[src/hw/rtl/ttp_pkg.sv]
// ttp_pkg: types, codes and constants of the tagged token parser
// no dependencies; used by the channel interfaces and all ttp modules

package ttp_pkg;

   // token kinds as given by the mode field at the first byte of a token
   localparam logic [2:0] KIND_INT32  = 3'd0;
   localparam logic [2:0] KIND_INT64  = 3'd1;
   localparam logic [2:0] KIND_UINT64 = 3'd2;
   localparam logic [2:0] KIND_BOOL   = 3'd3;
   localparam logic [2:0] KIND_CHAR   = 3'd4;
   localparam logic [2:0] KIND_STRING = 3'd5;

   // ascii characters of the token grammar
   localparam logic [7:0] CH_I     = 8'h69;
   localparam logic [7:0] CH_L     = 8'h6C;
   localparam logic [7:0] CH_B     = 8'h62;
   localparam logic [7:0] CH_C     = 8'h63;
   localparam logic [7:0] CH_S     = 8'h73;
   localparam logic [7:0] CH_COLON = 8'h3A;
   localparam logic [7:0] CH_SEMI  = 8'h3B;
   localparam logic [7:0] CH_MINUS = 8'h2D;
   localparam logic [7:0] CH_ZERO  = 8'h30;
   localparam logic [7:0] CH_ONE   = 8'h31;
   localparam logic [7:0] CH_NINE  = 8'h39;
   localparam logic [7:0] CH_NONE  = 8'h00;

   // number range limits
   localparam logic [63:0] LIM_INT32_POS = 64'h0000_0000_7FFF_FFFF;
   localparam logic [63:0] LIM_INT32_NEG = 64'h0000_0000_8000_0000;
   localparam logic [63:0] LIM_INT64_POS = 64'h7FFF_FFFF_FFFF_FFFF;
   localparam logic [63:0] LIM_INT64_NEG = 64'h8000_0000_0000_0000;
   localparam logic [63:0] LIM_UINT64    = 64'hFFFF_FFFF_FFFF_FFFF;

   // parse phase, one-hot
   typedef enum logic [8:0] {
      PH_TAG   = 9'b0_0000_0001,
      PH_COLON = 9'b0_0000_0010,
      PH_NUM   = 9'b0_0000_0100,
      PH_BVAL  = 9'b0_0000_1000,
      PH_CVAL  = 9'b0_0001_0000,
      PH_TERM  = 9'b0_0010_0000,
      PH_SLEN  = 9'b0_0100_0000,
      PH_SBODY = 9'b0_1000_0000,
      PH_STERM = 9'b1_0000_0000
   } phase_type;

   typedef enum logic [2:0] {
      ST_VALUE        = 3'd0,
      ST_STRING_BYTE  = 3'd1,
      ST_STRING_DONE  = 3'd2,
      ST_BAD_TAG      = 3'd3,
      ST_BAD_NUMBER   = 3'd4,
      ST_BAD_TERM     = 3'd5,
      ST_TRUNCATED    = 3'd6,
      ST_STRING_LONG  = 3'd7
   } status_type;

   // parser state that does not depend on the string length parameter
   typedef struct packed {
      phase_type   phase;
      logic [2:0]  kind;
      logic [63:0] magnitude;
      logic        is_negative;
      logic        saw_digit;
      logic        skipping;
   } state_type;

   typedef struct packed {
      status_type  status;
      logic [63:0] value;
      logic [7:0]  content_byte;
      logic        last;
   } result_type;

   localparam state_type STATE_RESET = '{
      phase:       PH_TAG,
      kind:        3'd0,
      magnitude:   64'd0,
      is_negative: 1'b0,
      saw_digit:   1'b0,
      skipping:    1'b0
   };

   // tag letter expected for a kind, CH_NONE for kinds without a tag
   function automatic logic [7:0] tag_for_kind(input logic [2:0] kind);
      logic [7:0] tag;
      unique case (kind) inside
         KIND_INT32:                tag = CH_I;
         KIND_INT64, KIND_UINT64:   tag = CH_L;
         KIND_BOOL:                 tag = CH_B;
         KIND_CHAR:                 tag = CH_C;
         KIND_STRING:               tag = CH_S;
         default:                   tag = CH_NONE;
      endcase
      return tag;
   endfunction

endpackage

[src/hw/rtl/ttp_channels.sv]
// ttp_channels: valid/ready interfaces of the request and response channels
// depends on ttp_pkg

interface ttp_req_if
   import ttp_pkg::*;
();
   logic       valid;
   logic       ready;
   logic [2:0] mode;
   logic [7:0] data_byte;
   logic       end_of_data;

   modport source (output valid, output mode, output data_byte, output end_of_data,
                   input ready);
   modport sink   (input valid, input mode, input data_byte, input end_of_data,
                   output ready);
endinterface

interface ttp_rsp_if
   import ttp_pkg::*;
();
   logic        valid;
   logic        ready;
   logic [2:0]  status;
   logic [63:0] value;
   logic [7:0]  content_byte;
   logic        last;

   modport source (output valid, output status, output value, output content_byte,
                   output last, input ready);
   modport sink   (input valid, input status, input value, input content_byte,
                   input last, output ready);
endinterface

[src/hw/rtl/ttp_accum.sv]
// ttp_accum: decimal accumulate (magnitude * 10 + digit) and range check
// depends on ttp_pkg

module ttp_accum
   import ttp_pkg::*;
(
   input  logic [63:0] magnitude,
   input  logic [3:0]  digit,
   input  logic [63:0] limit,
   output logic [63:0] sum,
   output logic        over
);

   logic [67:0] wide_sum;

   // times ten as two shifts and an add, kept wide so nothing wraps
   assign wide_sum = ({magnitude, 3'b000} + {3'b000, magnitude, 1'b0}) + 68'(digit);
   assign sum      = wide_sum[63:0];
   assign over     = wide_sum > {4'd0, limit};

endmodule

[src/hw/rtl/ttp_step.sv]
// ttp_step: next parser state and result record for one byte
// depends on ttp_pkg and ttp_accum

module ttp_step
   import ttp_pkg::*;
#(
   parameter logic [31:0] MAX_STRING_LEN = 32'd65535,
   parameter int          LEN_W          = 16
) (
   input  state_type        cur,
   input  logic [LEN_W-1:0] bytes_left_cur,
   input  logic [2:0]       mode,
   input  logic [7:0]       data_byte,
   input  logic             end_of_data,
   output state_type        nxt,
   output logic [LEN_W-1:0] bytes_left_nxt,
   output logic             emit,
   output result_type       result
);

   logic        is_digit;
   logic [3:0]  digit;
   logic [63:0] limit;
   logic [63:0] acc_sum;
   logic        acc_over;
   logic        done;
   logic        err;
   logic [7:0]  tag;

   assign is_digit = (data_byte >= CH_ZERO) && (data_byte <= CH_NINE);
   assign digit    = 4'(data_byte - CH_ZERO);
   assign tag      = tag_for_kind(mode);

   always_comb begin
      if (cur.phase == PH_SLEN) begin
         limit = {32'd0, MAX_STRING_LEN};
      end else if (cur.kind == KIND_INT32) begin
         limit = cur.is_negative ? LIM_INT32_NEG : LIM_INT32_POS;
      end else if (cur.kind == KIND_INT64) begin
         limit = cur.is_negative ? LIM_INT64_NEG : LIM_INT64_POS;
      end else begin
         limit = LIM_UINT64;
      end
   end

   ttp_accum u_accum (
      .magnitude (cur.magnitude),
      .digit     (digit),
      .limit     (limit),
      .sum       (acc_sum),
      .over      (acc_over)
   );

   always_comb begin
      nxt                 = cur;
      bytes_left_nxt      = bytes_left_cur;
      emit                = 1'b0;
      done                = 1'b0;
      err                 = 1'b0;
      result.status       = ST_VALUE;
      result.value        = 64'd0;
      result.content_byte = 8'd0;
      result.last         = 1'b1;

      if (cur.skipping) begin
         // drop bytes until the end of the buffer
         if (end_of_data) begin
            nxt.skipping = 1'b0;
            nxt.phase    = PH_TAG;
         end
      end else begin
         unique case (cur.phase)
            PH_COLON: begin
               if (data_byte != CH_COLON) begin
                  err = 1'b1; result.status = ST_BAD_TAG;
               end else if (cur.kind <= KIND_UINT64) begin
                  nxt.phase = PH_NUM;
               end else if (cur.kind == KIND_BOOL) begin
                  nxt.phase = PH_BVAL;
               end else if (cur.kind == KIND_CHAR) begin
                  nxt.phase = PH_CVAL;
               end else begin
                  nxt.phase = PH_SLEN;
               end
            end
            PH_NUM: begin
               if (data_byte == CH_SEMI) begin
                  if (!cur.saw_digit) begin
                     err = 1'b1; result.status = ST_BAD_NUMBER;
                  end else begin
                     result.value = cur.is_negative ? (64'd0 - cur.magnitude) : cur.magnitude;
                     emit = 1'b1; done = 1'b1;
                  end
               end else if (data_byte == CH_MINUS && cur.kind <= KIND_INT64 &&
                            !cur.saw_digit && !cur.is_negative) begin
                  nxt.is_negative = 1'b1;
               end else if (is_digit) begin
                  if (acc_over) begin
                     err = 1'b1; result.status = ST_BAD_NUMBER;
                  end else begin
                     nxt.magnitude = acc_sum;
                     nxt.saw_digit = 1'b1;
                  end
               end else begin
                  err = 1'b1; result.status = ST_BAD_NUMBER;
               end
            end
            PH_BVAL: begin
               if (data_byte != CH_ZERO && data_byte != CH_ONE) begin
                  err = 1'b1; result.status = ST_BAD_NUMBER;
               end else begin
                  nxt.magnitude = {63'd0, data_byte == CH_ONE};
                  nxt.phase     = PH_TERM;
               end
            end
            PH_CVAL: begin
               nxt.magnitude = {56'd0, data_byte};
               nxt.phase     = PH_TERM;
            end
            PH_TERM: begin
               if (data_byte != CH_SEMI) begin
                  err = 1'b1; result.status = ST_BAD_TERM;
               end else begin
                  result.value = cur.magnitude;
                  result.content_byte = (cur.kind == KIND_CHAR) ? cur.magnitude[7:0] : 8'd0;
                  emit = 1'b1; done = 1'b1;
               end
            end
            PH_SLEN: begin
               if (data_byte == CH_COLON) begin
                  if (!cur.saw_digit) begin
                     err = 1'b1; result.status = ST_BAD_NUMBER;
                  end else begin
                     // magnitude never passes the limit here, so it fits the counter
                     bytes_left_nxt = cur.magnitude[LEN_W-1:0];
                     nxt.phase = (cur.magnitude != 64'd0) ? PH_SBODY : PH_STERM;
                  end
               end else if (is_digit) begin
                  nxt.magnitude = acc_sum;
                  nxt.saw_digit = 1'b1;
                  if (acc_over) begin
                     err = 1'b1; result.status = ST_STRING_LONG;
                  end
               end else begin
                  err = 1'b1; result.status = ST_BAD_NUMBER;
               end
            end
            PH_SBODY: begin
               emit = 1'b1;
               result.status       = ST_STRING_BYTE;
               result.content_byte = data_byte;
               result.last         = 1'b0;
               bytes_left_nxt      = bytes_left_cur - LEN_W'(1);
               if (bytes_left_cur == LEN_W'(1)) begin
                  nxt.phase = PH_STERM;
               end
            end
            PH_STERM: begin
               if (data_byte != CH_SEMI) begin
                  err = 1'b1; result.status = ST_BAD_TERM;
               end else begin
                  result.status = ST_STRING_DONE;
                  result.value  = cur.magnitude;
                  emit = 1'b1; done = 1'b1;
               end
            end
            default: begin
               // expect tag: latch the kind and clear the token state
               nxt.kind        = mode;
               nxt.magnitude   = 64'd0;
               nxt.is_negative = 1'b0;
               nxt.saw_digit   = 1'b0;
               bytes_left_nxt  = '0;
               if (tag == CH_NONE || data_byte != tag) begin
                  err = 1'b1; result.status = ST_BAD_TAG;
               end else begin
                  nxt.phase = PH_COLON;
               end
            end
         endcase

         if (err) begin
            emit = 1'b1; done = 1'b1;
            result.value        = 64'd0;
            result.content_byte = 8'd0;
            result.last         = 1'b1;
            nxt.skipping        = !end_of_data;
         end else if (!done && end_of_data) begin
            // buffer ends inside a token
            emit = 1'b1; done = 1'b1;
            result.status       = ST_TRUNCATED;
            result.value        = 64'd0;
            result.content_byte = 8'd0;
            result.last         = 1'b1;
         end
         if (done) begin
            nxt.phase = PH_TAG;
         end
      end
   end

endmodule

[src/hw/rtl/tagged_token_parser_unit.sv]
// tagged_token_parser_unit: top level of the tagged token parser
// depends on ttp_pkg, ttp_channels (ttp_req_if, ttp_rsp_if), ttp_step
//
//   channel  dir  fields                                   transfer
//   req_ch   in   mode, data_byte, end_of_data             valid & ready
//   rsp_ch   out  status, value, content_byte, last        valid & ready
//
// one byte per cycle sustained while the response channel takes each record; a byte is held
// in the input register, and its record is written from there into the output register,
// which drives the response channel
// the per-byte state update (multiply by ten, add, limit compare) is combinational
// between the input register and the parser state, which sets the rate
// reset is synchronous, active high, and clears both valid bits and the parser state
// a stalled response only holds back bytes that produce a record; bytes
// that produce none keep flowing into the state

module tagged_token_parser_unit
   import ttp_pkg::*;
#(
   parameter logic [31:0] MAX_STRING_LEN = 32'd65535
) (
   input  logic       clock,
   input  logic       reset,
   ttp_req_if.sink    req_ch,
   ttp_rsp_if.source  rsp_ch
);

   // string length counter is as wide as the largest allowed length
   localparam int LEN_W = $clog2({1'b0, MAX_STRING_LEN} + 33'd1);

   // input register
   logic             in_valid_ff, in_valid_in;
   logic [2:0]       in_mode_ff;
   logic [7:0]       in_byte_ff;
   logic             in_eod_ff;

   // parser state
   state_type        state_ff, state_in;
   logic [LEN_W-1:0] bytes_left_ff, bytes_left_in;

   // output register
   logic             out_valid_ff, out_valid_in;
   result_type       out_result_ff;

   // step results for the byte in the input register
   logic             emit;
   result_type       result;

   logic             out_free;
   logic             proc;
   logic             req_xfer;

   ttp_step #(
      .MAX_STRING_LEN (MAX_STRING_LEN),
      .LEN_W          (LEN_W)
   ) u_step (
      .cur            (state_ff),
      .bytes_left_cur (bytes_left_ff),
      .mode           (in_mode_ff),
      .data_byte      (in_byte_ff),
      .end_of_data    (in_eod_ff),
      .nxt            (state_in),
      .bytes_left_nxt (bytes_left_in),
      .emit           (emit),
      .result         (result)
   );

   // output slot is free when empty or being drained this cycle
   assign out_free = !out_valid_ff || rsp_ch.ready;
   // the held byte is consumed if it makes no record or the slot can take one
   assign proc     = in_valid_ff && (out_free || !emit);
   assign req_xfer = req_ch.valid && req_ch.ready;

   assign req_ch.ready = !in_valid_ff || proc;

   assign in_valid_in  = req_xfer || (in_valid_ff && !proc);
   assign out_valid_in = (proc && emit) || (out_valid_ff && !rsp_ch.ready);

   // control state
   always_ff @(posedge clock) begin
      if (reset) begin
         in_valid_ff   <= 1'b0;
         out_valid_ff  <= 1'b0;
         state_ff      <= STATE_RESET;
         bytes_left_ff <= '0;
      end else begin
         in_valid_ff  <= in_valid_in;
         out_valid_ff <= out_valid_in;
         if (proc) begin
            state_ff      <= state_in;
            bytes_left_ff <= bytes_left_in;
         end
      end
   end

   // payload registers
   always_ff @(posedge clock) begin
      if (req_xfer) begin
         in_mode_ff <= req_ch.mode;
         in_byte_ff <= req_ch.data_byte;
         in_eod_ff  <= req_ch.end_of_data;
      end
      if (proc && emit) begin
         out_result_ff <= result;
      end
   end

   assign rsp_ch.valid        = out_valid_ff;
   assign rsp_ch.status       = out_result_ff.status;
   assign rsp_ch.value        = out_result_ff.value;
   assign rsp_ch.content_byte = out_result_ff.content_byte;
   assign rsp_ch.last         = out_result_ff.last;

   // only string bytes leave last low
   a_last_flag: assert property (@(posedge clock) disable iff (reset)
      out_valid_ff |-> (out_result_ff.last == (out_result_ff.status != ST_STRING_BYTE)))
      else $error("last flag disagrees with status");

   // a skipped byte never produces a record
   a_skip_silent: assert property (@(posedge clock) disable iff (reset)
      (proc && state_ff.skipping) |-> !emit)
      else $error("record produced while skipping");

   // a held byte that is not consumed stays in the input register
   a_in_hold: assert property (@(posedge clock) disable iff (reset)
      (in_valid_ff && !proc) |=> (in_valid_ff && $stable(in_byte_ff)))
      else $error("input byte lost");

   // string body is only entered with bytes still to come
   a_body_count: assert property (@(posedge clock) disable iff (reset)
      (state_ff.phase == PH_SBODY) |-> (bytes_left_ff != '0))
      else $error("string body with zero bytes left");

   // a stalled record is never overwritten
   a_out_hold: assert property (@(posedge clock) disable iff (reset)
      (out_valid_ff && !rsp_ch.ready) |=> (out_valid_ff && $stable(out_result_ff)))
      else $error("pending record overwritten");

endmodule
[src/flat_wrapper.sv]
// flat-port wrapper written by rule: the top's interface ports become plain ports
module tagged_token_parser_unit_flat import ttp_pkg::*;
#(
   parameter logic [31:0] MAX_STRING_LEN = 32'd65535
)
  (clock, reset, req_ch_valid, req_ch_mode, req_ch_data_byte, req_ch_end_of_data, req_ch_ready, rsp_ch_valid, rsp_ch_status, rsp_ch_value, rsp_ch_content_byte, rsp_ch_last, rsp_ch_ready);
  ttp_req_if req_ch_i ();
  ttp_rsp_if rsp_ch_i ();
  input  logic clock;
  input  logic reset;
  input wire logic [$bits(req_ch_i.valid)-1:0] req_ch_valid;
  input wire logic [$bits(req_ch_i.mode)-1:0] req_ch_mode;
  input wire logic [$bits(req_ch_i.data_byte)-1:0] req_ch_data_byte;
  input wire logic [$bits(req_ch_i.end_of_data)-1:0] req_ch_end_of_data;
  output wire logic [$bits(req_ch_i.ready)-1:0] req_ch_ready;
  output wire logic [$bits(rsp_ch_i.valid)-1:0] rsp_ch_valid;
  output wire logic [$bits(rsp_ch_i.status)-1:0] rsp_ch_status;
  output wire logic [$bits(rsp_ch_i.value)-1:0] rsp_ch_value;
  output wire logic [$bits(rsp_ch_i.content_byte)-1:0] rsp_ch_content_byte;
  output wire logic [$bits(rsp_ch_i.last)-1:0] rsp_ch_last;
  input wire logic [$bits(rsp_ch_i.ready)-1:0] rsp_ch_ready;
  assign req_ch_i.valid = req_ch_valid;
  assign req_ch_i.mode = req_ch_mode;
  assign req_ch_i.data_byte = req_ch_data_byte;
  assign req_ch_i.end_of_data = req_ch_end_of_data;
  assign req_ch_ready = req_ch_i.ready;
  assign rsp_ch_valid = rsp_ch_i.valid;
  assign rsp_ch_status = rsp_ch_i.status;
  assign rsp_ch_value = rsp_ch_i.value;
  assign rsp_ch_content_byte = rsp_ch_i.content_byte;
  assign rsp_ch_last = rsp_ch_i.last;
  assign rsp_ch_i.ready = rsp_ch_ready;
  tagged_token_parser_unit #(.MAX_STRING_LEN(MAX_STRING_LEN)) u_core (.clock(clock), .reset(reset), .req_ch(req_ch_i), .rsp_ch(rsp_ch_i));
endmodule
[config.mk]
export PLATFORM = sky130hd
export DESIGN_NAME = tagged_token_parser_unit_flat
export DESIGN_NICKNAME = d
export VERILOG_FILES = /design/src/hw/rtl/ttp_pkg.sv /design/src/hw/rtl/ttp_channels.sv /design/src/hw/rtl/ttp_accum.sv /design/src/hw/rtl/ttp_step.sv /design/src/hw/rtl/tagged_token_parser_unit.sv /design/src/flat_wrapper.sv
export SDC_FILE = /design/constraint.sdc
export NUM_CORES = 1
export LEC_CHECK = 0
export BUFFER_PORTS_ARGS = -buffer_cell sky130_fd_sc_hd__buf_4
export CORE_MARGIN = 2
export CORE_UTILIZATION = 45
export DETAILED_ROUTE_END_ITERATION = 7
export PLACE_DENSITY = 0.64
export SYNTH_ARGS = -nofsm -noshare
export SYNTH_HDL_FRONTEND = slang
export SYNTH_SLANG_ARGS = --single-unit
export TNS_END_PERCENT = 30
[constraint.sdc]
create_clock -name clock -period 12.41 [get_ports clock]
set_input_delay 0.6205 -clock clock [delete_from_list [all_inputs] [get_ports clock]]
set_output_delay 0.6205 -clock clock [all_outputs]
set_load 0.005 [all_outputs]
# After elaboration in Yosys (flattened, before gate mapping)
# Cells that the tools add are included.
word_totals:
  register_bits: 185
  inputBits: 16
  wordCells: 213
classes:
  n_addsub: 5
  n_lt_le_gt_ge: 5
  eq_ne: 44
  n_mux: 91
  n_bitwise: 6
  n_reduce_logical: 46
ops:
  columns: ["op", "count"]
  rows:
  - ["$mux 64", 14]
  - ["$pmux 64 s5", 1]
  - ["$pmux 64 s3", 1]
  - ["$mux 9", 12]
  - ["$mux 76", 1]
  - ["$mux 72", 1]
  - ["$add 67x65->68", 1]
  - ["$add 68x4->68", 1]
  - ["$gt 68x64->1", 1]
  - ["$mux 66", 1]
  - ["$reduce_bool 64->1", 1]
  - ["$sub 1x64->64 const A", 1]
  - ["$pmux 9 s6", 1]
  - ["$pmux 16 s3", 1]
  - ["$mux 3", 12]
  - ["$pmux 7 s5", 1]
  - ["$eq 8x6->1 const B", 4]
  - ["$mux 16", 2]
  - ["$mux 32", 1]
  - ["$ne 8x6->1 const B", 4]
  - ["$mux 1", 31]
  - ["$pmux 3 s8", 1]
  - ["$reduce_and 9->1", 2]
  - ["$eq 16x1->1 const B", 1]
  - ["46 further kinds", 100]

# Depth between registers and ports, before layout
# Gate-level depths: netlist of the first run.
depth:
  word_depth: 19
  ltp_mapped: 28
  depth_no_buf: 26

# By module
# From an unflattened synthesis of the first run, not the netlist that was laid out.
hier_totals:
  hier_cells: 2268
  area_unflattened_um2: 18393.9
modules_own_cells:
  columns: ["module", "instances", "cells_each", "area_each_um2", "seq_area_each_um2"]
  rows:
  - ["tagged_token_parser_unit", 1, 511, 6962.9, 4584.4]
  - ["ttp_accum", 1, 914, 6512.5, 0.0]
  - ["ttp_step", 1, 843, 4918.5, 0.0]

# Worst setup path after synthesis of the first run
# OpenSTA, ideal clock, no wires.
synth_path:
  path_type: "reg2reg"
  start: "register u_core.state_ff[19] (netlist name)"
  end: "register u_core.out_result_ff (netlist bit u_core.rsp_ch.content_byte[0]) (enable)"
  arrival_time_ns: 7.139
  required_ns: 11.980
  setup_slack_ns: 4.841
  stages_incl_launch_ff: 27
  path_buffers: 2
  synth_period_minus_slack_ns: 7.569
  cell_sequence: "dfxtp_1 -> ha_1 -> ha_1 -> clkbuf_1 -> o211ai_1 -> o21ai_0 -> nand2_1 -> a2111oi_0 -> nor3_2 -> o21ai_0 -> a21o_1 -> a21o_1 -> a21oi_1 -> xnor2_1 -> ha_1 -> nand4_1 -> nor4_1 -> and3_1 -> a22oi_1 -> o31ai_1 -> o21ai_0 -> nor3b_1 -> o211ai_4 -> o31ai_4 -> buf_2 -> o21ai_0 -> inv_1"
synth_between:
  elab_chain_cells: 15
  word_cells_on_any_way: 16
  cone_classes: "add/sub: 2; order compare: 1; mux: 9; reduce/logical: 4"
synth_lines:
  columns: ["item", "line_no", "rtl"]
  rows:
  - ["start: declaration", "tagged_token_parser_unit.sv:38", "state_type state_ff, state_in;"]
  - ["start signal: assignment", "tagged_token_parser_unit.sv:90", "state_ff <= state_in;"]
  - ["$add 67x65->68 *", "ttp_accum.sv:17", "assign wide_sum = ({magnitude, 3'b000} + {3'b000, magnitude, 1'b0}) + 68'(digit);"]
  - ["$add 68x4->68 *", "ttp_accum.sv:17", null]
  - ["$gt 68x64->1 *", "ttp_accum.sv:19", "assign over = wide_sum > {4'd0, limit};"]
  - ["$mux 1 *", "ttp_step.sv:98, ttp_step.sv:141", null]
  - ["$mux 1 *", "ttp_step.sv:138", "end else if (is_digit) begin"]
  - ["$mux 1", "ttp_step.sv:94", "end else if (data_byte == CH_MINUS && cur.kind <= KIND_INT64 &&"]
  - ["$mux 1", "ttp_step.sv:87", "if (data_byte == CH_SEMI) begin"]
  - ["$pmux 1 s6 *", "ttp_step.sv:72", "unique case (cur.phase)"]
  - ["$mux 1 *", "ttp_step.sv:65", "if (cur.skipping) begin"]
  - ["$mux 1 *", "ttp_step.sv:182", "if (err) begin"]
  - ["$mux 1 *", "ttp_step.sv:65", null]
  - ["$logic_not 1->1", "tagged_token_parser_unit.sv:71", "assign proc = in_valid_ff && (out_free || !emit);"]
  - ["$logic_or 1x1->1", "tagged_token_parser_unit.sv:71", null]
  - ["$logic_and 1x1->1", "tagged_token_parser_unit.sv:71", null]
  - ["$logic_and 1x1->1 *", "tagged_token_parser_unit.sv:103", "if (proc && emit) begin"]
  - ["end signal: assignment", "tagged_token_parser_unit.sv:104", "out_result_ff <= result;"]
  - ["end: declaration", "tagged_token_parser_unit.sv:43", "result_type out_result_ff;"]
# Mark *: on every way between the ends. The rest lies on a longest branch, timed or not. The select of a mux whose other input is x is not followed.
# A chain may end at the register's enable or synchronous reset.

# Worst setup path in the final report of the first run
layout_path:
  start: "register u_core.state_ff[5] (netlist name)"
  end: "register u_core.out_result_ff (netlist bit u_core.rsp_ch.value[58]) (enable)"
# Same word-level chain as after synthesis.

==> summary by stage, run 1 <==
Synth
Of the total synthesized cell area, the portion taken by full adders, half adders and majority gates is 0.149. The portion of netlist area occupied by mux cells is 0.0325. The dominant cell type by area after synthesis is sky130_fd_sc_hd__edfxtp_1. Of all flip-flops after synthesis, the portion carrying an async set or reset was 0. The compound-cell area share of the yosys netlist is 0.234. Counting distinct cell types in the post-synthesis netlist gives between 90 and 100. Yosys mapped a number of flops with a built-in enable equal to between 80 and 90. The cell area after technology mapping is about 17000 um^2. Of the post-synthesis cell area, the dominant cell type holds 0.160. The most common flop cell mapped by yosys is sky130_fd_sc_hd__dfxtp_1.

Ranked by instance count, the synthesized netlist is headed by sky130_fd_sc_hd__nand2_1 (258), sky130_fd_sc_hd__ha_1 (194), sky130_fd_sc_hd__a21oi_1 (187). The number of nets handed over by synthesis was 2235. Of the total synthesized cell area, the portion taken by XOR and XNOR cells is 0.0392. During synthesis, Yosys emitted a total of 0 warnings.

By area the synthesized netlist is led by sky130_fd_sc_hd__edfxtp_1 (16%), sky130_fd_sc_hd__ha_1 (15%), sky130_fd_sc_hd__dfxtp_1 (12%), sky130_fd_sc_hd__nand2_1 (5.9%), sky130_fd_sc_hd__a21oi_1 (5.7%). Of the total synthesized cell area, the portion taken by AND, OR, NAND and NOR gates is 0.227. The synthesized instance count is roughly 2000. The most instantiated library cell after synthesis is sky130_fd_sc_hd__nand2_1.

The portion of the post-synthesis area used by sequential elements is 0.278. The mean post-synth cell area is just over 8 um^2. The count of state elements after synthesis is about 190. The dominant combinational cell family by area after synthesis is compound AO/OA/AOI/OAI gates.

Detailed routing
The detailed router finished its first iteration with 1422 violations. The routed wire length per instance is between 20 and 25 um. The count of antenna-violating nets left after detailed routing is 0. The total number of vias is about 16000.

After detailed routing, the total wire length is between 50 and 60 mm. The first TritonRoute pass finished after 7 iterations. In the routed layout, each cell is associated on average with a via count of around 6.4. The DRC violation count after routing is 0.

GRT
The initial antenna violation count was 0. The global-route wire length before repair is 84.2 mm. The sum of overflow across all layers after global routing is 0.

The most used routing layer in global routing is met2. Entering global routing, the biggest net connects 70 pins. The fraction of met3 tracks used by global routing is 0.0525.

For this run, global-route usage on met2 was measured as 0.442. The routing usage on met1 is 0.380. The via count of the first global-routing pass is 15000. The total track usage is 0.280.

Clocking
Post-CTS timing repair inserted 0 buffers for setup. Clock tree synthesis inserted a total of 17 buffers. The number of gates resized after CTS was 0.

At the later pin of the worst-skew pair, clock insertion delay measures between 0.4 and 0.5 ns. The total of hold buffers inserted after clock tree synthesis is 0. The number of levels the H-tree was split into is 4. CTS placed an instance of sky130_fd_sc_hd__clkbuf_16 at the clock tree root. The longest clock path from root to sink contains 2 buffers.

TritonCTS built the clock tree. The clock net sink count is around 190. The clock input transition at the sequential cells of the worst setup and hold paths is 0.08 ns.

Timing
The pin slew with the least headroom to its limit is 1.19 ns. The tightest hold margin is between 0.3 and 0.4 ns. The summed negative setup slack over all endpoints is 0 ns. The post-route clock skew is around 0.019 ns. The final count of pins violating max slew is 0. The worst setup margin is between 3 and 4 ns. Setup repair after global routing left no endpoint under its margin.

The time the final worst path needs with I/O delays and setup is 8.61 ns. The count of final hold-check violations came to 0. Setup violations remaining at the end of the flow were counted as 0. The highest attainable clock frequency is around 120 MHz.

In the finished design, the share of the clock period the worst path needs comes to 0.694. Headroom to the max-slew limit came out at 0.199.

Worst setup path
The data required time at the worst endpoint is ~12 ns. On the worst path, the slowest cell contributes a delay of between 0.8 and 0.9 ns. In this run the worst path has a maximum fanout of 69. For the worst setup path, the data arrival time is approximately 8.7 ns. Grouping stages by cell kind, the critical path spends the most delay in compound AO/OA/AOI/OAI gates.

The kind of critical path is register to register. The startpoint identified for the worst register-to-register timing path is u_core.state_ff[5]$_SDFFE_PP0P_. The sum of buffers and inverters on the critical path is 3.

The critical path starts at u_core.state_ff[5]$_SDFFE_PP0P_. The worst setup path is captured at a register. The worst setup path is launched from a register. The most numerous cell on the critical path is sky130_fd_sc_hd__o21ai_0. For this design, the slowest cell found on the critical path is sky130_fd_sc_hd__a2111oi_0.

Finish
The repair_antennas step left the layout with diodes totalling 0. After the last flow step, the layout net total stands at 2254. The area growth from synthesis to layout is 9.39%. The share of the core filled with cells is 0.497. Fill cells in the final layout number about 3500. Of the cells placed in the final design, the portion with a size suffix greater than 1 is 0.0988.

Place
OpenSTA, run right after detailed placement, puts the worst setup slack at 3.93 ns. At the end of routability-driven placement, the weighted congestion stood at slightly below 1. The wire-length estimate of the detail-placed layout is 40.7 mm.

Port buffering added between 90 and 100 buffers.

Power
Summed over all cells, the static leakage comes to 7.16 nW. The design draws roughly 1.5 mW. In this run the power density over the cells is 81.1 nW/um^2.

VDD sags by at most 80.6 uV.

Floorplan
The horizontal die dimension is between 150 and 200 um. Measured along the y axis, the die boundary spans around 200 um. The number of placed I/O pins is 94. The floorplan row count is 70. For this configuration, the core starts out at a cell density of 0.454. After floorplanning, the core was sized to cover 36300 um^2.

The die area is roughly 38000 um^2.

Job
Across the run, the number of max-cap violations was 0.

Hold path
In this run the worst hold path is classified as input port to register. The worst hold path begins at req_ch_data_byte[2].

Run status
The flow ran to the end, and the final reports show no timing, DRC or antenna violations.
==> area by class of cell <==
class,count,area [um^2],area share
timing repair buffer,114,856,0.0474
inverter,43,161,0.00894
clock inverter,14,160,0.00887
clock buffer,18,439,0.0243
tap,468,586,0.0324
multi-input combinational,1681,11300,0.624
sequential,185,4590,0.254
==> kinds of logic (layout without fill, tap and decap cells) <==
| family | count (synthesis) | in the layout |
|---|---|---|
| AND/OR/NAND/NOR | 765 | 765 |
| AO/OA/AOI/OAI | 594 | 594 |
| adder cells (fa/ha/maj) | 196 | 196 |
| flip-flops | 185 | 185 |
| buffers and inverters | 157 | 189 |
| XOR/XNOR | 73 | 73 |
| multiplexers | 53 | 53 |
==> metrics by stage <==
step                      instances  instance area [um^2]
after floorplan                2023                 16500
after global placement         2491                 17500
after detailed placement       2491                 17500
after CTS                      2523                 18100
after global routing           2523                 18100
final                          2523                 18100
==> per-layer routing <==
layer  share of wire  vias up
met1            0.44     7536
met4           0.031        0
met3           0.086      109
met2            0.44      768
li1                -     7657
met5               0        -
==> where the power goes <==
part / total (mW) / switching [mW] / leakage [nW] / internal [mW]
sequential: 0.680 / 0.0200 / 1.55 / 0.660
clock: 0.575 / 0.283 / 0.288 / 0.292
combinational: 0.210 / 0.132 / 5.32 / 0.0780
total: 1.46 / 0.435 / 7.16 / 1.03
==> state kept, by name (all words and copies together) (netlist names) <==
signal,cells
u_core.in_byte_ff,8
u_core.state_ff,79
u_core.in_valid_ff,1
u_core.in_eod_ff,1
u_core.in_mode_ff,3
u_core.rsp_ch.status,3
u_core.rsp_ch.content_byte,8
u_core.rsp_ch.last,1
u_core.bytes_left_ff,16
u_core.rsp_ch.value,64
u_core.rsp_ch.valid,1
==> worst paths after layout <==
kind / end / slack, ns / cells after the start
max: u_core.rsp_ch.value[58]$_SDFFCE_PP0P_ / 3.80 / 26
min: u_core.in_byte_ff[2]$_DFFE_PP_ / 0.34 / 1
max reg2reg: u_core.rsp_ch.value[58]$_SDFFCE_PP0P_ / 3.80 / 26
min reg2reg: u_core.bytes_left_ff[7]$_SDFFE_PP0P_ / 0.49 / 2
==> worst register-to-register path: stages (launching register included) <==
cell and delay (ns):
sky130_fd_sc_hd__dfxtp_1 0.57, sky130_fd_sc_hd__fa_1 0.51, sky130_fd_sc_hd__ha_1 0.30, sky130_fd_sc_hd__a21oi_1 0.08, sky130_fd_sc_hd__nor2_1 0.17, sky130_fd_sc_hd__o21ai_0 0.22, sky130_fd_sc_hd__a2111oi_0 0.85, sky130_fd_sc_hd__nor3_2 0.20
sky130_fd_sc_hd__o21ai_0 0.50, sky130_fd_sc_hd__a21o_1 0.30, sky130_fd_sc_hd__a21o_1 0.15, sky130_fd_sc_hd__a21oi_1 0.07, sky130_fd_sc_hd__xnor2_1 0.16, sky130_fd_sc_hd__ha_1 0.31, sky130_fd_sc_hd__nand4_1 0.13, sky130_fd_sc_hd__nor4_1 0.65
sky130_fd_sc_hd__and3_1 0.26, sky130_fd_sc_hd__a22oi_1 0.08, sky130_fd_sc_hd__o31ai_1 0.07, sky130_fd_sc_hd__o21ai_0 0.12, sky130_fd_sc_hd__nor3b_1 0.43, sky130_fd_sc_hd__o211ai_4 0.21, sky130_fd_sc_hd__o31ai_4 0.23, sky130_fd_sc_hd__buf_4 0.42
sky130_fd_sc_hd__o21ai_0 0.27, sky130_fd_sc_hd__inv_2 0.21, sky130_fd_sc_hd__buf_4 0.66
==> cells in the final DEF (no fill, tap or decap), types with 8 or more instances in the layout <==
cell type	instances
sky130_fd_sc_hd__clkbuf_16	17
sky130_fd_sc_hd__and3_1	8
sky130_fd_sc_hd__nand3_1	38
sky130_fd_sc_hd__buf_4	114
sky130_fd_sc_hd__o31ai_1	28
sky130_fd_sc_hd__nand4_1	38
sky130_fd_sc_hd__dfxtp_1	96
sky130_fd_sc_hd__a31o_2	9
sky130_fd_sc_hd__mux2i_1	48
sky130_fd_sc_hd__a311oi_1	27
sky130_fd_sc_hd__a31oi_1	28
sky130_fd_sc_hd__nor2b_1	31
sky130_fd_sc_hd__nand2_1	258
sky130_fd_sc_hd__nor3_1	60
sky130_fd_sc_hd__xnor2_1	45
sky130_fd_sc_hd__or3_1	16
sky130_fd_sc_hd__a21oi_1	187
sky130_fd_sc_hd__o211ai_1	13
sky130_fd_sc_hd__xor2_1	27
sky130_fd_sc_hd__or4_1	14
sky130_fd_sc_hd__a21o_1	27
sky130_fd_sc_hd__inv_1	41
sky130_fd_sc_hd__and2_1	19
sky130_fd_sc_hd__nand2b_1	11
sky130_fd_sc_hd__a211oi_1	18
sky130_fd_sc_hd__ha_1	194
sky130_fd_sc_hd__nor2_1	182
sky130_fd_sc_hd__nor4_1	27
sky130_fd_sc_hd__a22oi_1	27
sky130_fd_sc_hd__o21ai_0	117
sky130_fd_sc_hd__a2111oi_0	8
sky130_fd_sc_hd__o21a_1	16
sky130_fd_sc_hd__o41ai_1	8
sky130_fd_sc_hd__edfxtp_1	88
(Power assumes the default switching activity.)
==> run 2, diff against run 1 <==
ABC_AREA = 1   (was unset)
PLACE_DENSITY = 0.66   (was 0.64)
clock period = 7.7 ns   (was 12.41 ns; I/O delays follow)
==> run 2 against run 1 <==
Net effect:
- clock power grew 65%
- utilization up 0.54 points
- synthesized cell count up 27%
- sequential power up 74%
- critical path type unchanged
- largest power group unchanged
- via count is 7.8% higher
- sequential share of layout area is 1.0 points lower
- highest routed layer unchanged
- die area grew 3.2%
- total power increased by 120%
- flip-flop and latch count stayed put
- final area rose by 4.3%
==> summary by stage, run 2 <==
Worst setup path
On the worst path, the slowest cell contributes a delay of ~0.55 ns. By instance count, the cell type seen most on the critical path is sky130_fd_sc_hd__nand2_1. STA classifies the critical path startpoint as a register.

The sum of buffers and inverters on the critical path is 4. The data required time at the worst endpoint is between 8 and 9 ns. The family with the most delay on the worst path is simple AND/OR/NAND/NOR gates. The arrival time of data at the critical path endpoint is 7.07 ns. In this run the worst path has a maximum fanout of 32. For this design, the slowest cell found on the critical path is sky130_fd_sc_hd__fa_1. The setup path with the least slack is of type register to register. The endpoint type of the worst setup path is a register.

Timing
Setup violations remaining at the end of the flow were counted as 0. The worst pin sits at a relative slew slack of 0.240. The time the final worst path needs with I/O delays and setup is 6.75 ns.

At the pin with the least slew margin, the transition time is ~1.1 ns. For the final database, setup skew stands at around 0.02 ns. The final count of pins violating max slew is 0.

Setup repair after global routing left no endpoint under its margin. Adding up every negative setup slack in the final design gives 0 ns. The count of final hold-check violations is 0. The final worst-path cycle share is 0.877. The tightest hold path in the finished design has a slack of approximately 0.081 ns.

The highest attainable clock frequency is 148 MHz.

Synth
During synthesis, Yosys emitted a total of 0 warnings. In the synthesized netlist, the cells that appear most often are sky130_fd_sc_hd__nand2_1 (640), sky130_fd_sc_hd__nor2_1 (386), sky130_fd_sc_hd__inv_1 (307). The synthesized design contains ~190 register bits.

Sorting the synthesized cells by area gives the leading types as sky130_fd_sc_hd__edfxtp_1 (15%), sky130_fd_sc_hd__ha_1 (14%), sky130_fd_sc_hd__nand2_1 (14%), sky130_fd_sc_hd__dfxtp_1 (11%), sky130_fd_sc_hd__a21oi_1 (8.5%). The dominant cell type by area after synthesis is sky130_fd_sc_hd__edfxtp_1. Averaged over all synthesized cells, the footprint is roughly 6.6 um^2. Among all cell types in the netlist, the one instantiated most often is sky130_fd_sc_hd__nand2_1.

The number of different library cells used by synthesis comes to 59. The post-synth net total is approximately 2800. For this run, the register share of the synthesized area comes to 0.269. The cell count after synthesis came out at ~2600.

The most common flop cell mapped by yosys is sky130_fd_sc_hd__dfxtp_1. The cell area after technology mapping is ~17000 um^2. The share of synthesized area in the top cell type comes to 0.155. For this run, asynchronously set or reset flops after synthesis account for 0. Counting flops with a built-in enable in the synthesized netlist gives 88.

Place
The quantity of I/O buffers inserted on ports is 93. In this run, placement finished with an instance count of 3127. Routability-driven placement finished with a final weighted congestion of approximately 0.95. The sum of net half-perimeters after detailed placement is 42.0 mm.

Finish
In the layout the commonest cells are sky130_fd_sc_hd__nand2_1 (639), sky130_fd_sc_hd__nor2_1 (385), sky130_fd_sc_hd__inv_1 (306). Counting flops per register, the top entry is u_core.state_ff. For this run, the post-layout net count is 2847. The number of diodes is 0.

The library cell used most frequently in the layout, excluding fill and tap cells, is sky130_fd_sc_hd__nand2_1. After the flow finishes, the layout carries non-filler instances totaling approximately 3200. From synthesis to final layout, the design area changed by 10.4%. The filler cells instantiated in the layout total about 3900. In the final layout, the share of cells above drive strength 1 is 0.0729. The number of flip-flops under the largest register name is between 70 and 80.

Detailed routing
The count of TritonRoute iterations in the first routing pass is 5. The count of antenna-violating nets left after detailed routing is 0. After detailed routing, the average wire length per cell comes to 17.3 um. Summed over all layers, the routed wires come to about 55 mm.

The DRC violation count after routing is 0. The routed via count divided by cell count is approximately 5.5. The detailed router's first-iteration violation count is approximately 1400. Across all layers, the routed design uses 17300 vias.

Power
The total power per unit cell area is approximately 170 nW/um^2. The leakage power is 9.14 nW. The total chip power is 3.16 mW.

The peak ir drop on the vdd network is roughly 200 uV.

Clocking
The clock tree synthesis step divided the H-tree into 4 levels. After clock tree synthesis, the clock-pin slew on the worst setup and hold paths is roughly 0.080 ns. The clock passes through at most 2 buffers. The TritonCTS clock tree is done.

The number of clock buffers added by TritonCTS is 17. The number of setup buffers added after CTS is 0. Clock latency on the worst-skew pair, taken at its later pin, is 0.48 ns. The clock tree root driver cell is sky130_fd_sc_hd__clkbuf_16. The clock net sink count is between 150 and 200.

GRT
Entering global routing, the biggest net connects 80 pins. The initial antenna violation count is 0. The sum of overflow across all layers after global routing is 0.

The via count of the first global-routing pass came to around 17000. The total track usage is 0.281. The first global-routing pass estimated ~87 mm of wire.

Floorplan
The die covers ~39000 um^2. For this configuration, the core starts out at a cell density of 0.455. 94 I/O pins were placed. The initialized floorplan defines 71 standard-cell rows.

The die height is 199 um. In this run the standard cell core region covers 37500 um^2. The horizontal die dimension is between 150 and 200 um.

Hold path
The classification of the worst-slack hold path is input port to register.

Job
The tool flagged a number of max-cap violations equal to 0.

Run status
The run finished with clean final reports.
-- run 2: cell count changes in the layout (fill, tap and decap cells not counted), sizes merged, moves of 31 or more --
cell,previous run,this run
a21oi,187,290
inv,48,320
mux2i,48,0
nand2,258,654
nand3,40,74
nor2,183,393
nor2b,32,1
-- run 2: stage by stage --
stage | area, um^2 | utilization | setup WS (ns)
5_1_grt | 18800 | 0.502 | 0.250
4_1_cts | 18800 | 0.502 | 0.717
3_3_place_gp | 18200 | 0.486 | 1.10
2_1_floorplan | 17100 | - | 1.27
6_report | 18800 | 0.502 | 0.949
3_5_place_dp | 18200 | 0.486 | 0.763
-- run 2: power by group --
| group | leakage [nW] | switching (mW) | internal, mW |
|---|---|---|---|
| combinational | 7.23 | 0.674 | 0.352 |
| clock | 0.304 | 0.448 | 0.501 |
| sequential | 1.61 | 0.0856 | 1.10 |
| total | 9.14 | 1.21 | 1.95 |
-- run 2: layout make-up --
class | count | area, um^2 | area share
inverter | 317 | 1190 | 0.0633
timing repair buffer | 109 | 831 | 0.0441
clock buffer | 18 | 439 | 0.0233
multi-input combinational | 2005 | 11000 | 0.582
tap | 511 | 639 | 0.0339
sequential | 185 | 4590 | 0.243
clock inverter | 14 | 176 | 0.00937
-- run 2: cells by family after synthesis --
| family | Yosys count | synth area share |
|---|---|---|
| xor+xnor | 73 | 0.0375 |
| buf+inv | 382 | 0.0896 |
| fa+ha+maj | 196 | 0.145 |
| compound gates | 504 | 0.160 |
| flops | 185 | 0.269 |
| simple gates | 1232 | 0.299 |
-- run 2: routing by layer --
layer / track usage / up-vias / wire [um] / share of wire
met5: 0 / - / 0 / 0
met4: 0.0984 / 0 / 1560 / 0.029
met3: 0.0332 / 85 / 2740 / 0.050
met2: 0.480 / 564 / 25600 / 0.47
met1: 0.366 / 8021 / 24700 / 0.45
li1: - / 8646 / - / -
-- run 2: worst paths after layout --
| path | from | to | slack, ns | cells after the start |
|---|---|---|---|---|
| worst max-delay path | u_core.in_byte_ff[3]$_DFFE_PP_ | u_core.rsp_ch.value[6]$_SDFFCE_PP0P_ | 0.95 | 34 |
| worst min-delay path | req_ch_data_byte[5] | u_core.in_byte_ff[5]$_DFFE_PP_ | 0.08 | 1 |
| worst max register to register | u_core.in_byte_ff[3]$_DFFE_PP_ | u_core.rsp_ch.value[6]$_SDFFCE_PP0P_ | 0.95 | 34 |
| worst min register to register | u_core.state_ff[70]$_SDFFE_PP1P_ | u_core.state_ff[70]$_SDFFE_PP1P_ | 0.50 | 2 |
-- run 2: what timing repair did --
item                                    CTS  global route
hold buffers                              0             0
resized for setup                         0             1
endpoints found under the setup margin    0             1
==> run 3, diff against run 2 <==
PLACE_DENSITY = unset   (was 0.66)
PLACE_DENSITY_LB_ADDON = 0.08   (was unset)
==> run 3 against run 2 <==
Net effect:
- first-iteration DRC count shrank 4.6%
- count of clock-buffer cells in the layout up 1
- highest routed layer unchanged
- hold slack worse by 0.0063 ns
- largest cell class unchanged
==> summary by stage, run 3 (synthesis gave the netlist of run 2 again) <==
Run status
The flow ran to the end, and the final reports show no timing, DRC or antenna violations.

GRT
The total overflow left after global routing is 0. The largest net degree at the start of global routing is 129. Across every metal layer, demand over resource in global routing totals 0.289. The initial antenna violation count came to 0. The via count of the first global-routing pass was ~16000. The global-route wire length before repair is roughly 90 mm.

Floorplan
The die area is 39500 um^2. The horizontal die dimension is between 150 and 200 um. The core region is around 37000 um^2.

The die height is approximately 200 um. The starting utilization of the core area is 0.455. During I/O placement, the number of pins put on the boundary was between 90 and 100.

The initialized floorplan defines just over 70 standard-cell rows.

Detailed routing
Before antenna repair, the detailed router went through 6 iterations. The routed design has 56.0 mm of wire. After detailed routing, the average wire length per cell comes to roughly 18 um. The count of nets left with antenna violations once routing finished came out at 0.

In the routed design, unresolved DRC markers number 0. The detailed router's first-iteration violation count is 1305. The routed via count divided by cell count is between 5 and 6. For this block, the via count after detailed routing is between 15000 and 20000.

Worst setup path
The kind of critical path is register to register. STA classifies the critical path startpoint as a register. The worst setup path is captured at a register.

The slowest cell on the critical path is sky130_fd_sc_hd__fa_1. STA puts the critical path data arrival time at around 7.1 ns. In this design, the stage delay of the slowest critical-path cell is ~0.56 ns.

The data required time at the worst endpoint is approximately 8 ns. The setup slack on the worst flop-to-flop path is just under 0.9 ns. The biggest fanout along the worst timing path is 38.

Counting stages on the worst path, the most repeated cell is sky130_fd_sc_hd__nand2_1.

Clocking
The total of hold buffers inserted after clock tree synthesis is 0. The number of levels the H-tree was split into is 4. The tree is rooted in a sky130_fd_sc_hd__clkbuf_16. The number of instances resized during post-cts repair is 0.

TritonCTS built the clock tree. The maximum count of clock buffers along a single path is 2. The clock net sink count is about 190. Buffers added to address setup during post-CTS repair amount to 0.

The worst-skew pair later-pin latency is about 0.49 ns. The clock input transition at the sequential cells of the worst setup and hold paths is about 0.08 ns. Buffers inserted during clock tree synthesis total 17.

Finish
The top cell types in the final layout, fill and taps aside, are sky130_fd_sc_hd__nand2_1 (639), sky130_fd_sc_hd__nor2_1 (385), sky130_fd_sc_hd__inv_1 (306). After the last flow step, the layout net total stands at approximately 2800. The most common library cell in the layout ignoring fill and taps is sky130_fd_sc_hd__nand2_1.

0 antenna diodes ended up in the layout. The post-route cell area is about 19000 um^2. The area added between synthesis and finish is 10.2%. In the final layout, the share of cells above drive strength 1 is 0.0718. The number of flip-flops under the largest register name is 79. The total of fill cells in the finished design is just under 4000. The register with the highest flop count is u_core.state_ff.

Job
The number of max-cap violations is 0.

Place
At the placement stage, the worst setup path has a slack of slightly below 0.9 ns. Detailed placement finished with a half-perimeter wire length of approximately 43 mm. Summing all placed instances gives a cell area of between 15000 and 20000 um^2. The quantity of I/O buffers inserted on ports is 93. Routability-driven placement finished with a final weighted congestion of 0.953.

Timing
Setup repair after global routing left no endpoint under its margin. The pin slew with the least headroom to its limit is between 1 and 1.5 ns. Summed over all failing endpoints, the final setup total negative slack is 0 ns. The post-route clock skew is 0.0159 ns. Headroom to the max-slew limit came out at 0.155. The final worst-path cycle share is 0.885. The highest attainable clock frequency is between 100 and 150 MHz. The clock period could shrink to between 6 and 7 ns. The final count of pins violating max slew is 0.

Once routing completed, OpenROAD measured the worst setup slack at between 0.8 and 0.9 ns. The count of final hold-check violations is 0. Setup violations remaining at the end of the flow were counted as 0.

Power
The peak ir drop on the vdd network is approximately 190 uV. The total power per unit cell area is roughly 170 nW/um^2. The analysis attributes to cell leakage a power of approximately 9.1 nW.

Hold path
The path class of the tightest hold or removal check is input port to register.
[run 3: critical path: cells and delay by family (launching register included)]
family	cells	cell delay (ns)
compound gates	5	1.22
xor+xnor	1	0.19
fa+ha+maj	3	1.30
buf+inv	4	0.57
flops	1	0.52
simple gates	21	2.76
[run 3: path summary, 6_finish.rpt]
path / start / cells after the start / endpoint
min reg2reg: u_core.bytes_left_ff[5]$_SDFFE_PP0P_ / 2 / u_core.bytes_left_ff[5]$_SDFFE_PP0P_
max: u_core.in_byte_ff[3]$_DFFE_PP_ / 34 / u_core.rsp_ch.value[63]$_SDFFCE_PP0P_
min: req_ch_data_byte[4] / 1 / u_core.in_byte_ff[4]$_DFFE_PP_
max reg2reg: u_core.in_byte_ff[3]$_DFFE_PP_ / 34 / u_core.rsp_ch.value[63]$_SDFFCE_PP0P_
[run 3: power by group]
part	total [mW]	switching [mW]	internal [mW]	leakage (nW)
sequential	1.18	0.0858	1.10	1.61
clock	0.918	0.463	0.454	0.283
combinational	1.03	0.678	0.352	7.23
total	3.13	1.23	1.90	9.12
[run 3: final cells by class]
| cell class | instances | area [um^2] | area share |
|---|---|---|---|
| inverters | 317 | 1190 | 0.0634 |
| multi-input cells | 2005 | 11000 | 0.583 |
| repair buffers | 107 | 841 | 0.0447 |
| flip-flops and latches | 185 | 4590 | 0.244 |
| clock inverters | 13 | 116 | 0.00619 |
| clock buffers | 19 | 464 | 0.0247 |
| well taps | 511 | 639 | 0.0340 |
[run 3: layer usage]
| layer | vias up | GRT usage | routed length, um |
|---|---|---|---|
| met3 | 80 | 0.0387 | 2550 |
| met1 | 7982 | 0.397 | 26500 |
| met2 | 499 | 0.470 | 25500 |
| met4 | 0 | 0.0915 | 1330 |
| li1 | 8644 | - | - |
| met5 | - | 0 | 0 |
[run 3: stage by stage]
stage	instances	utilization	hold WS, ns	power [mW]
2_1_floorplan	2572	-	0.451	1.91
3_3_place_gp	3125	0.486	0.474	2.21
3_5_place_dp	3125	0.486	0.482	2.22
4_1_cts	3157	0.502	0.0478	3.14
5_1_grt	3157	0.502	0.0572	3.33
6_report	3157	0.502	0.0743	3.13
